$ cat src/rtl/sli_pkg.sv
// ----------------------------------------------------------------------------
// sli_pkg
// shared types and constants for the sorted insertion list
// ----------------------------------------------------------------------------
package sli_pkg;

    localparam int CAPACITY_DEF = 16;
    localparam int VAL_W        = 31;
    localparam int ENT_W        = 5;

    localparam logic [1:0] ACT_INSERT = 2'd0;
    localparam logic [1:0] ACT_DELETE = 2'd1;
    localparam logic [1:0] ACT_DUMP   = 2'd2;

    localparam logic [2:0] K_INSERTED = 3'd0;
    localparam logic [2:0] K_FULL     = 3'd1;
    localparam logic [2:0] K_DELETED  = 3'd2;
    localparam logic [2:0] K_MISSING  = 3'd3;
    localparam logic [2:0] K_ENTRY    = 3'd4;
    localparam logic [2:0] K_EMPTY    = 3'd5;

    typedef enum logic [1:0] {
        ST_IDLE,
        ST_EXEC,
        ST_DUMP
    } t_state;

    typedef struct packed {
        logic load;      // capture request
        logic do_ins;    // shift-insert into cells
        logic do_del;    // shift-delete from cells
        logic dump_clr;  // reset dump pointer
        logic dump_step; // advance dump pointer
    } t_cmd;

    typedef struct packed {
        logic full;
        logic empty;
        logic found;
        logic dump_end;  // pointer at final entry
    } t_status;

endpackage

$ cat src/rtl/sorted_list_insert_delete_top.sv
// ----------------------------------------------------------------------------
// sorted_list_insert_delete_top
// bounded ascending list with insert, delete and dump
// ----------------------------------------------------------------------------
// Insert and delete first capture the beat; then, once the output register is
// free, every cell compares against the value in parallel and the row shifts.
// A dump clears the read pointer on capture and then returns the stored entries
// in order as the read pointer steps over the cells. The next beat is taken once
// the previous item's final result has been loaded into the output register.
module sorted_list_insert_delete_top #(
    parameter int CAPACITY = sli_pkg::CAPACITY_DEF
) (
    input  logic                      i_clk,
    input  logic                      i_rst_n,
    input  logic                      i_valid,
    output logic                      o_ready,
    input  logic [1:0]                i_action,
    input  logic [sli_pkg::VAL_W-1:0] i_value,
    output logic                      o_valid,
    input  logic                      i_ready,
    output logic [2:0]                o_kind,
    output logic [sli_pkg::VAL_W-1:0] o_value_res,
    output logic [sli_pkg::ENT_W-1:0] o_entries,
    output logic                      o_last
);
    sli_pkg::t_cmd    w_cmd;
    sli_pkg::t_status w_status;
    logic [sli_pkg::VAL_W-1:0] w_req, w_dump;
    logic [sli_pkg::ENT_W-1:0] w_ent;

    sli_datapath #(.CAPACITY(CAPACITY)) u_dp (
        .i_clk(i_clk), .i_rst_n(i_rst_n), .i_cmd(w_cmd), .i_value(i_value),
        .o_status(w_status), .o_req_value(w_req), .o_dump_value(w_dump),
        .o_entries(w_ent)
    );

    sli_ctrl u_ctrl (
        .i_clk(i_clk), .i_rst_n(i_rst_n), .i_valid(i_valid), .o_ready(o_ready),
        .i_action(i_action), .o_valid(o_valid), .i_ready(i_ready),
        .o_kind(o_kind), .o_value_res(o_value_res), .o_entries(o_entries),
        .o_last(o_last), .o_cmd(w_cmd), .i_status(w_status),
        .i_req_value(w_req), .i_dump_value(w_dump), .i_entries(w_ent)
    );

    a_out_hold: assert property (@(posedge i_clk) disable iff (!i_rst_n)
        o_valid && !i_ready |=> o_valid && $stable(o_kind) && $stable(o_value_res))
        else $error("result changed while stalled");
    a_no_accept_busy: assert property (@(posedge i_clk) disable iff (!i_rst_n)
        i_valid && o_ready |=> !o_ready)
        else $error("beat accepted while busy");
    a_empty_last: assert property (@(posedge i_clk) disable iff (!i_rst_n)
        o_valid && o_kind == sli_pkg::K_EMPTY |-> o_last && o_entries == '0)
        else $error("empty dump result malformed");
endmodule

$ cat src/rtl/sli_datapath.sv
// ----------------------------------------------------------------------------
// sli_datapath
// row of cells with parallel compare, shift insert and delete, dump pointer
// ----------------------------------------------------------------------------
module sli_datapath #(
    parameter int CAPACITY = sli_pkg::CAPACITY_DEF
) (
    input  logic                     i_clk,
    input  logic                     i_rst_n,
    input  sli_pkg::t_cmd            i_cmd,
    input  logic [sli_pkg::VAL_W-1:0] i_value,
    output sli_pkg::t_status         o_status,
    output logic [sli_pkg::VAL_W-1:0] o_req_value,
    output logic [sli_pkg::VAL_W-1:0] o_dump_value,
    output logic [sli_pkg::ENT_W-1:0] o_entries
);
    localparam int CW = $clog2(CAPACITY + 1);
    localparam int PW = $clog2(CAPACITY);

    logic [sli_pkg::VAL_W-1:0] r_cell [CAPACITY];
    logic [sli_pkg::VAL_W-1:0] r_req;
    logic [CW-1:0]             r_fill;
    logic [PW-1:0]             r_ptr;

    logic [CAPACITY-1:0] w_occ, w_gt, w_eq, w_eq_first, w_eq_before, w_ins_at;

    always_comb begin
        for (int i = 0; i < CAPACITY; i++) begin
            w_occ[i] = CW'(i) < r_fill;
            w_gt[i]  = w_occ[i] && (r_cell[i] > r_req);
            w_eq[i]  = w_occ[i] && (r_cell[i] == r_req);
        end
        // thermometer of matches at or below each position
        w_eq_before[0] = w_eq[0];
        for (int i = 1; i < CAPACITY; i++)
            w_eq_before[i] = w_eq_before[i-1] | w_eq[i];
        w_eq_first[0] = w_eq[0];
        for (int i = 1; i < CAPACITY; i++)
            w_eq_first[i] = w_eq[i] & ~w_eq_before[i-1];
        // insert lands at first cell greater than value, or at fill
        for (int i = 0; i < CAPACITY; i++)
            w_ins_at[i] = w_gt[i] || (CW'(i) == r_fill);
    end

    always_ff @(posedge i_clk) begin
        if (i_cmd.load) r_req <= i_value;
        for (int i = 0; i < CAPACITY; i++) begin
            if (i_cmd.do_ins && w_ins_at[i]) begin
                if (i == 0 || !w_ins_at[(i == 0) ? 0 : i-1])
                    r_cell[i] <= r_req;
                else
                    r_cell[i] <= r_cell[(i == 0) ? 0 : i-1];
            end else if (i_cmd.do_del && w_eq_before[i] && i < CAPACITY-1) begin
                r_cell[i] <= r_cell[(i < CAPACITY-1) ? i+1 : i];
            end
        end
    end

    always_ff @(posedge i_clk) begin
        if (!i_rst_n) begin
            r_fill <= '0;
            r_ptr  <= '0;
        end else begin
            if (i_cmd.do_ins && r_fill != CW'(CAPACITY)) r_fill <= r_fill + 1'b1;
            else if (i_cmd.do_del && (|w_eq)) r_fill <= r_fill - 1'b1;
            if (i_cmd.dump_clr) r_ptr <= '0;
            else if (i_cmd.dump_step) r_ptr <= r_ptr + 1'b1;
        end
    end

    assign o_status.full     = r_fill == CW'(CAPACITY);
    assign o_status.empty    = r_fill == '0;
    assign o_status.found    = |w_eq_first;
    assign o_status.dump_end = (CW'(r_ptr) + 1'b1) == r_fill;
    assign o_req_value       = r_req;
    assign o_dump_value      = r_cell[r_ptr];
    assign o_entries         = sli_pkg::ENT_W'(r_fill);
endmodule

$ cat src/rtl/sli_ctrl.sv
// ----------------------------------------------------------------------------
// sli_ctrl
// sequencer for insert, delete and dump, drives the output register
// ----------------------------------------------------------------------------
module sli_ctrl (
    input  logic                      i_clk,
    input  logic                      i_rst_n,
    input  logic                      i_valid,
    output logic                      o_ready,
    input  logic [1:0]                i_action,
    output logic                      o_valid,
    input  logic                      i_ready,
    output logic [2:0]                o_kind,
    output logic [sli_pkg::VAL_W-1:0] o_value_res,
    output logic [sli_pkg::ENT_W-1:0] o_entries,
    output logic                      o_last,
    output sli_pkg::t_cmd             o_cmd,
    input  sli_pkg::t_status          i_status,
    input  logic [sli_pkg::VAL_W-1:0] i_req_value,
    input  logic [sli_pkg::VAL_W-1:0] i_dump_value,
    input  logic [sli_pkg::ENT_W-1:0] i_entries
);
    sli_pkg::t_state r_state, n_state;
    logic [1:0] r_act;
    logic       r_ovalid, n_ovalid;
    logic [2:0] r_kind, n_kind;
    logic [sli_pkg::VAL_W-1:0] r_val, n_val;
    logic [sli_pkg::ENT_W-1:0] r_ent, n_ent;
    logic       r_last, n_last;
    logic       w_free, w_acc;

    assign w_free  = !r_ovalid || i_ready;
    assign o_ready = (r_state == sli_pkg::ST_IDLE);
    assign w_acc   = i_valid && o_ready;

    always_ff @(posedge i_clk) begin
        if (!i_rst_n) begin
            r_state  <= sli_pkg::ST_IDLE;
            r_ovalid <= 1'b0;
        end else begin
            r_state  <= n_state;
            r_ovalid <= n_ovalid;
        end
        if (w_acc) r_act <= i_action;
        r_kind <= n_kind;
        r_val  <= n_val;
        r_ent  <= n_ent;
        r_last <= n_last;
    end

    always_comb begin
        n_state  = r_state;
        n_ovalid = r_ovalid && !i_ready;
        n_kind   = r_kind;
        n_val    = r_val;
        n_ent    = r_ent;
        n_last   = r_last;
        o_cmd    = '0;
        case (r_state)
            sli_pkg::ST_IDLE: begin
                if (w_acc) begin
                    o_cmd.load     = 1'b1;
                    o_cmd.dump_clr = 1'b1;
                    n_state = sli_pkg::ST_EXEC;
                end
            end
            sli_pkg::ST_EXEC: begin
                if (w_free) begin
                    n_state = sli_pkg::ST_IDLE;
                    n_val   = i_req_value;
                    n_last  = 1'b1;
                    case (r_act)
                        sli_pkg::ACT_INSERT: begin
                            n_ovalid = 1'b1;
                            o_cmd.do_ins = !i_status.full;
                            n_kind = i_status.full ? sli_pkg::K_FULL : sli_pkg::K_INSERTED;
                            n_ent  = i_status.full ? i_entries : i_entries + 1'b1;
                        end
                        sli_pkg::ACT_DELETE: begin
                            n_ovalid = 1'b1;
                            o_cmd.do_del = i_status.found;
                            n_kind = i_status.found ? sli_pkg::K_DELETED : sli_pkg::K_MISSING;
                            n_ent  = i_status.found ? i_entries - 1'b1 : i_entries;
                        end
                        sli_pkg::ACT_DUMP: begin
                            n_ovalid = 1'b1;
                            n_ent    = i_entries;
                            if (i_status.empty) begin
                                n_kind = sli_pkg::K_EMPTY;
                                n_val  = '0;
                            end else begin
                                n_kind = sli_pkg::K_ENTRY;
                                n_val  = i_dump_value;
                                n_last = i_status.dump_end;
                                o_cmd.dump_step = 1'b1;
                                if (!i_status.dump_end) n_state = sli_pkg::ST_DUMP;
                            end
                        end
                        default: ;
                    endcase
                end
            end
            sli_pkg::ST_DUMP: begin
                if (w_free) begin
                    n_ovalid = 1'b1;
                    n_kind   = sli_pkg::K_ENTRY;
                    n_val    = i_dump_value;
                    n_ent    = i_entries;
                    n_last   = i_status.dump_end;
                    o_cmd.dump_step = 1'b1;
                    if (i_status.dump_end) n_state = sli_pkg::ST_IDLE;
                end
            end
            default: n_state = sli_pkg::ST_IDLE;
        endcase
    end

    assign o_valid     = r_ovalid;
    assign o_kind      = r_kind;
    assign o_value_res = r_val;
    assign o_entries   = r_ent;
    assign o_last      = r_last;
endmodule

$ cat config.mk
export PLATFORM = sky130hd
export DESIGN_NAME = sorted_list_insert_delete_top
export DESIGN_NICKNAME = d
export VERILOG_FILES = /design/src/rtl/sli_pkg.sv /design/src/rtl/sorted_list_insert_delete_top.sv /design/src/rtl/sli_datapath.sv /design/src/rtl/sli_ctrl.sv
export SDC_FILE = /design/constraint.sdc
export NUM_CORES = 2
export LEC_CHECK = 0
export ABC_CLOCK_PERIOD_IN_PS = 6200
export CORE_ASPECT_RATIO = 0.7
export CORE_MARGIN = 2
export CORE_UTILIZATION = 55
export DETAILED_ROUTE_END_ITERATION = 7
export DONT_BUFFER_PORTS = 1
export PLACE_DENSITY_LB_ADDON = 0.1
export SETUP_SLACK_MARGIN = 0.05
export SYNTH_ARGS = -nofsm -noshare
export SYNTH_HDL_FRONTEND = slang
export SYNTH_SLANG_ARGS = --single-unit
$ cat constraint.sdc
create_clock -name i_clk -period 6.2 [get_ports i_clk]
set_input_delay 1.24 -clock i_clk [delete_from_list [all_inputs] [get_ports i_clk]]
set_output_delay 1.24 -clock i_clk [all_outputs]
set_load 0.02 [all_outputs]
After elaboration in Yosys (flattened, before gate mapping)
Memory sizes are Yosys's and may differ from the RTL's. A register that Yosys moved wholly into a read port is not among the register bits.
Cells that the tools add are included.
{"block": "classes", "n_addsub": 4, "magnitude_cmp": 32, "eq_ne": 43, "n_mux": 217, "n_bitwise": 75, "reduce_logical": 99}
{"cell": "$mux W31", "count": 34}
{"cell": "$eq A31 B31 Y1", "count": 16}
{"cell": "$gt A31 B31 Y1", "count": 16}
{"cell": "$mux W1", "count": 155}
{"cell": "$logic_and A1 B1 Y1", "count": 67}
{"cell": "$pmux W31 S2", "count": 1}
{"cell": "$or A1 B1 Y1", "count": 44}
{"cell": "$eq A4 B5 Y1 const A", "count": 8}
{"cell": "$lt A4 B5 Y1 const A", "count": 8}
{"cell": "$reduce_or A16 Y1", "count": 2}
{"cell": "$mux W5", "count": 6}
{"cell": "$eq A3 B5 Y1 const A", "count": 4}
{"cell": "$lt A3 B5 Y1 const A", "count": 4}
{"cell": "$mux W2", "count": 9}
{"cell": "$logic_or A1 B1 Y1", "count": 17}
{"cell": "$not A1 Y1", "count": 16}
{"cell": "$and A1 B1 Y1", "count": 15}
{"cell": "$pmux W5 S3", "count": 1}
{"cell": "$eq A2 B5 Y1 const A", "count": 2}
{"cell": "$lt A1 B5 Y1 const A", "count": 2}
{"cell": "$lt A2 B5 Y1 const A", "count": 2}
{"cell": "$pmux W5 S2", "count": 1}
{"cell": "$pmux W3 S3", "count": 1}
{"cell": "$mux W4", "count": 2}
{"cell": "25 further kinds", "count": 37}
{"block": "word_totals", "reg_bits": 85, "ram_bits": 496, "in_bits": 37, "output_inout_bits": 42, "word_cells": 481, "n_memories": 1}
{"memory": "u_dp.r_cell", "words": 16, "word_bits": 31, "rd": 17, "rd_clocked_by_memory_dff": 1, "wr": 16, "line": "sli_datapath.sv:20", "source": "logic [sli_pkg::VAL_W-1:0] r_cell [CAPACITY];"}

Depth between registers and ports, before layout
An unclocked memory read counts as a cell.
{"block": "depth", "depth_word": 28, "depth_mapped": 15}

Modules after synthesis
A second synthesis with hierarchy kept.
{"block": "hier_totals", "cells_unflattened": 3835, "area_unflattened_um2": 45040.7}
{"mod": "sli_datapath", "instances": 1, "cells_each": 3662, "area_per_inst_um2": 42769.8, "seq_area_each_um2": 16085.4}
{"mod": "sli_ctrl", "instances": 1, "cells_each": 173, "area_per_inst_um2": 2270.9, "seq_area_each_um2": 1321.3}

Worst setup path before layout
Ideal clock, no wire load.
{"block": "synth_timing", "kind": "flip-flop to flip-flop", "start": "reg u_dp.r_req, in the netlist u_dp.o_req_value[16]", "end": "mem u_dp.r_cell[4][0] (netlist name) (enable)", "setup_ns": 0.467, "t_arrival_ns": 4.954, "t_required_ns": 5.733, "setup_slack_ns": 0.779, "stages_incl_launch_ff": 11, "n_path_buf": 1, "synth_period_minus_slack_ns": 5.421, "path_cell_list": "edfxtp_1 -> clkbuf_1 -> inv_1 -> ha_1 -> nand4_1 -> nor3_1 -> nand4_1 -> o32ai_1 -> nor4_1 -> and2_1 -> o31ai_1"}
{"item": "from (decl)", "line": "sli_datapath.sv:21", "source": "logic [sli_pkg::VAL_W-1:0] r_req;"}
{"item": "from (signal assigned)", "line": "sli_datapath.sv:46", "source": "if (i_cmd.load) r_req <= i_value;"}
{"item": "to (decl)", "line": "sli_datapath.sv:20"}

==> flow_summary.json <==
{
  "fin_crit_sh_pct": 90.0,
  "cts_tree": "done",
  "netlist_top_cells_count": "569 x edfxtp_1, 509 x ha_1, 411 x a21oi_1, 360 x nor2_1, 342 x mux2i_1",
  "firstDrtPassIters": 6,
  "worstRegToRegCells": 13,
  "crit_type": "flip-flop to flip-flop",
  "critPathCaptureType": "flip-flop",
  "relSlewSlack_pct": 15.8,
  "p_int_uw": 7140,
  "vias": 37100,
  "ir_worst_vdd_v": 0.000201,
  "cts_hold_buf": 0,
  "min_from": "u_dp.r_ptr[1]$_SDFFE_PP0P_",
  "leakage_uw": 0.0180,
  "drc": 0,
  "yosysTopAreaCell": "edfxtp_1",
  "post_cts_resized": 0,
  "rows": 87,
  "synthTopCellsByArea": "edfxtp_1 38%, ha_1 14%, mux2i_1 7.6%, mux4_2 6.2%, a21oi_1 4.6%",
  "cp_num_buf_inv": 3,
  "drt-wirelength-per-cell_um": 31.3,
  "layout_setup_ws_ps": 620,
  "die_area_mm2": 0.0839,
  "hold_path_class": "flip-flop to flip-flop",
  "switchingPower_uw": 2480,
  "post-route-min-period_ps": 5580,
  "outcome": "completed",
  "tns_ps": 0,
  "r2r_start": "u_dp.o_req_value[14]$_DFFE_PP_",
  "final_max_slew_viol_count": 0,
  "postSynthAreaPerCell_um2": 10.9,
  "start_util_pct": 55.6,
  "yosysTopAreaCellShare_pct": 38.1,
  "synth_cell_type_count": 92,
  "multi_input_area_mm2": 0.0263,
  "reg2reg_to": "u_dp.r_cell[0][0]$_DFFE_PP_",
  "crit_family": "simple AND/OR/NAND/NOR gates",
  "holdPathStages": 2,
  "path_max_fanout": 20,
  "worst_ep_arrival_time_ps": 5950,
  "num_io_pins": 79,
  "worst_pin_slew_ps": 1250,
  "seq_power_share_pct": 46.3,
  "ys_ff_latch": 585,
  "cts.sinks": 585,
  "dieHeight_um": 243,
  "cts_setup_buffers": 0,
  "via_per_inst": 7.12,
  "final_antenna_net_count": 0,
  "fin_nets": 4637,
  "maxCapViolations": 0,
  "globalplace.congestion": 1.05,
  "setup_viol": 0,
  "cts-root-buf": "clkbuf_16",
  "worst_path_most_repeated_cell": "buf_4",
  "coreArea_mm2": 0.0807,
  "clock_skew_ps": 28.8,
  "grt_usage_pct": 38.2,
  "die_w_um": 345,
  "htreeDepth": 3,
  "insertion_delay_ps": 640,
  "hold_viol_final": 0,
  "synthArstFlopShare_pct": 0,
  "syn_area_mm2": 0.0449,
  "grt_overflow": 0,
  "antenna_found_initial": 1,
  "combPwrFrac_pct": 11.7,
  "yosysMostFrequentCell": "edfxtp_1",
  "nFillCells": 6696,
  "path_cells": "buf_4 -> inv_1 -> ha_1 -> nand2_1 -> nor3_1 -> nand4_1 -> o22ai_1 -> nor4_1 -> a41o_1 -> nor2_1 -> o21ai_4 -> buf_4 -> mux2_1",
  "grt_pass1_vias": 34600,
  "dp_hpwl_um": 121000,
  "switching_share_pct": 25.8,
  "slowest_delay_ps": 990,
  "grt_pass1_wl_um": 237000,
  "fmax_ghz": 0.179,
  "seq_area_frac_synth_pct": 38.8,
  "drive_above_1_share_pct": 16.0,
  "crit_required_ps": 6570,
  "synth-main-ff-cell": "edfxtp_1",
  "synthCells": 4110,
  "dp.cells": 5090,
  "syn_to_final_growth_pct": 8.89,
  "synth_edf_count": 569,
  "numCtsBuffers": 67,
  "io_buffers": 0,
  "grt_max_degree": 63,
  "synth_warnings": 0,
  "syn-num-nets": 4656,
  "regArea_mm2": 0.0174,
  "final_cells": 5209,
  "rsz0062_at_grt": "no",
  "drt_wl_total_um": 163000,
  "r2r_slack_ps": 620,
  "path_clk_slew_ps": 60,
  "slowest_stage": "nor4_1",
  "place_ws_ps": 1080,
  "drt-initial-drc-count": 5113,
  "p_clk_share_pct": 42.0,
  "clock_path_buffers": 3,
  "power_density_mw_per_mm2": 197,
  "crit_path_start_kind": "flip-flop"
}
==> stage by stage <==
step           total power, uW  util, %  hold slack, ps  cell area, um2
3_5_place_dp              5620     57.9             549           46700
4_1_cts                   9610     60.6             563           48900
2_1_floorplan             5240        -             505           44900
3_3_place_gp              5590     57.9             547           46700
5_1_grt                   9890     60.6             607           48900
6_report                  9620     60.6             563           48900
==> flip-flops by register name, indices dropped and copies added (netlist names), 3 cells and up, named ones only <==
name / flops
u_dp.o_req_value: 31
u_dp.r_ptr: 4
u_ctrl.o_kind: 3
u_dp.r_cell: 496
u_ctrl.o_value_res: 31
u_ctrl.o_entries: 5
u_dp.o_entries: 5
==> power groups by stage <==
stage,Sequential [uW],Clock [uW],Combinational (uW)
floorplan,4540,0,705
global placement,4540,0,1060
detailed placement,4540,0,1080
CTS,4450,4070,1090
global route,4460,4210,1220
finish,4450,4040,1120
==> final cells by class <==
type                       count  share of cell area [%]
timing repair buffer         163                    2.71
multi-input combinational   3177                    53.8
clock buffer                  88                    3.87
antenna                        1                 0.00512
inverter                      97                   0.745
tap                         1068                    2.74
clock inverter                30                   0.487
sequential                   585                    35.7
==> cells by family (layout without fill, tap and decap cells) <==
family,count (synthesis),after routing,share of synthesized area (%)
AOI/OAI and AO/OA,1079,1079,15.6
and+or+nand+nor,958,958,10.2
muxes,621,621,17.7
DFF,585,585,38.8
adders and majority gates,509,509,14.2
buffers and inverters,348,378,3.25
xor gates and xnor gates,10,10,0.195
other,0,1,0
==> routing by layer <==
metal	wire, um	track usage, %	vias up
li1	-	-	16100
met1	68500	57.4	18100
met2	64100	51.3	2590
met3	25200	12.9	295
met4	5280	11.9	0
met5	0	0	-
==> worst max path at each step <==
| stage | end | slack (ps) | from | depth (start not counted) |
|---|---|---|---|---|
| 6_report | u_dp.r_cell[0][0]$_DFFE_PP_ | 620 | u_dp.o_req_value[14]$_DFFE_PP_ | 13 |
| 5_1_grt | u_dp.r_cell[0][15]$_DFFE_PP_ | 670 | u_dp.o_req_value[14]$_DFFE_PP_ | 13 |
| 4_1_cts | u_dp.r_cell[0][6]$_DFFE_PP_ | 1040 | u_dp.o_req_value[14]$_DFFE_PP_ | 13 |
| 3_5_place_dp | u_dp.r_cell[0][13]$_DFFE_PP_ | 1080 | u_dp.o_req_value[14]$_DFFE_PP_ | 13 |
| 3_3_place_gp | u_dp.r_cell[0][15]$_DFFE_PP_ | 1140 | u_dp.o_req_value[6]$_DFFE_PP_ | 12 |
| 2_1_floorplan | u_dp.r_cell[4][0]$_DFFE_PP_ | 780 | u_dp.o_req_value[16]$_DFFE_PP_ | 10 |
==> worst min-delay path: cells and delay by family (launching register included) <==
| family | cells | cell delay [ps] |
|---|---|---|
| DFF | 1 | 330 |
| muxes | 1 | 130 |
| and+or+nand+nor | 1 | 60 |
==> cells in the final DEF, fill, tap and decap left out, drive strengths merged, types with 55 or more instances in the layout <==
cell type | Yosys | routed
mux4 | 124 | 124
nand4 | 106 | 106
a22oi | 59 | 59
nand2 | 197 | 197
nand3 | 89 | 89
mux2 | 155 | 155
o211ai | 55 | 55
clkbuf | 135 | 88
a21o | 83 | 83
inv | 97 | 99
buf | 116 | 163
ha | 509 | 509
o31ai | 62 | 62
a21oi | 438 | 438
mux2i | 342 | 342
nor2 | 379 | 379
edfxtp | 569 | 569
o21ai | 162 | 162
Power figures use the tool's default switching activity.
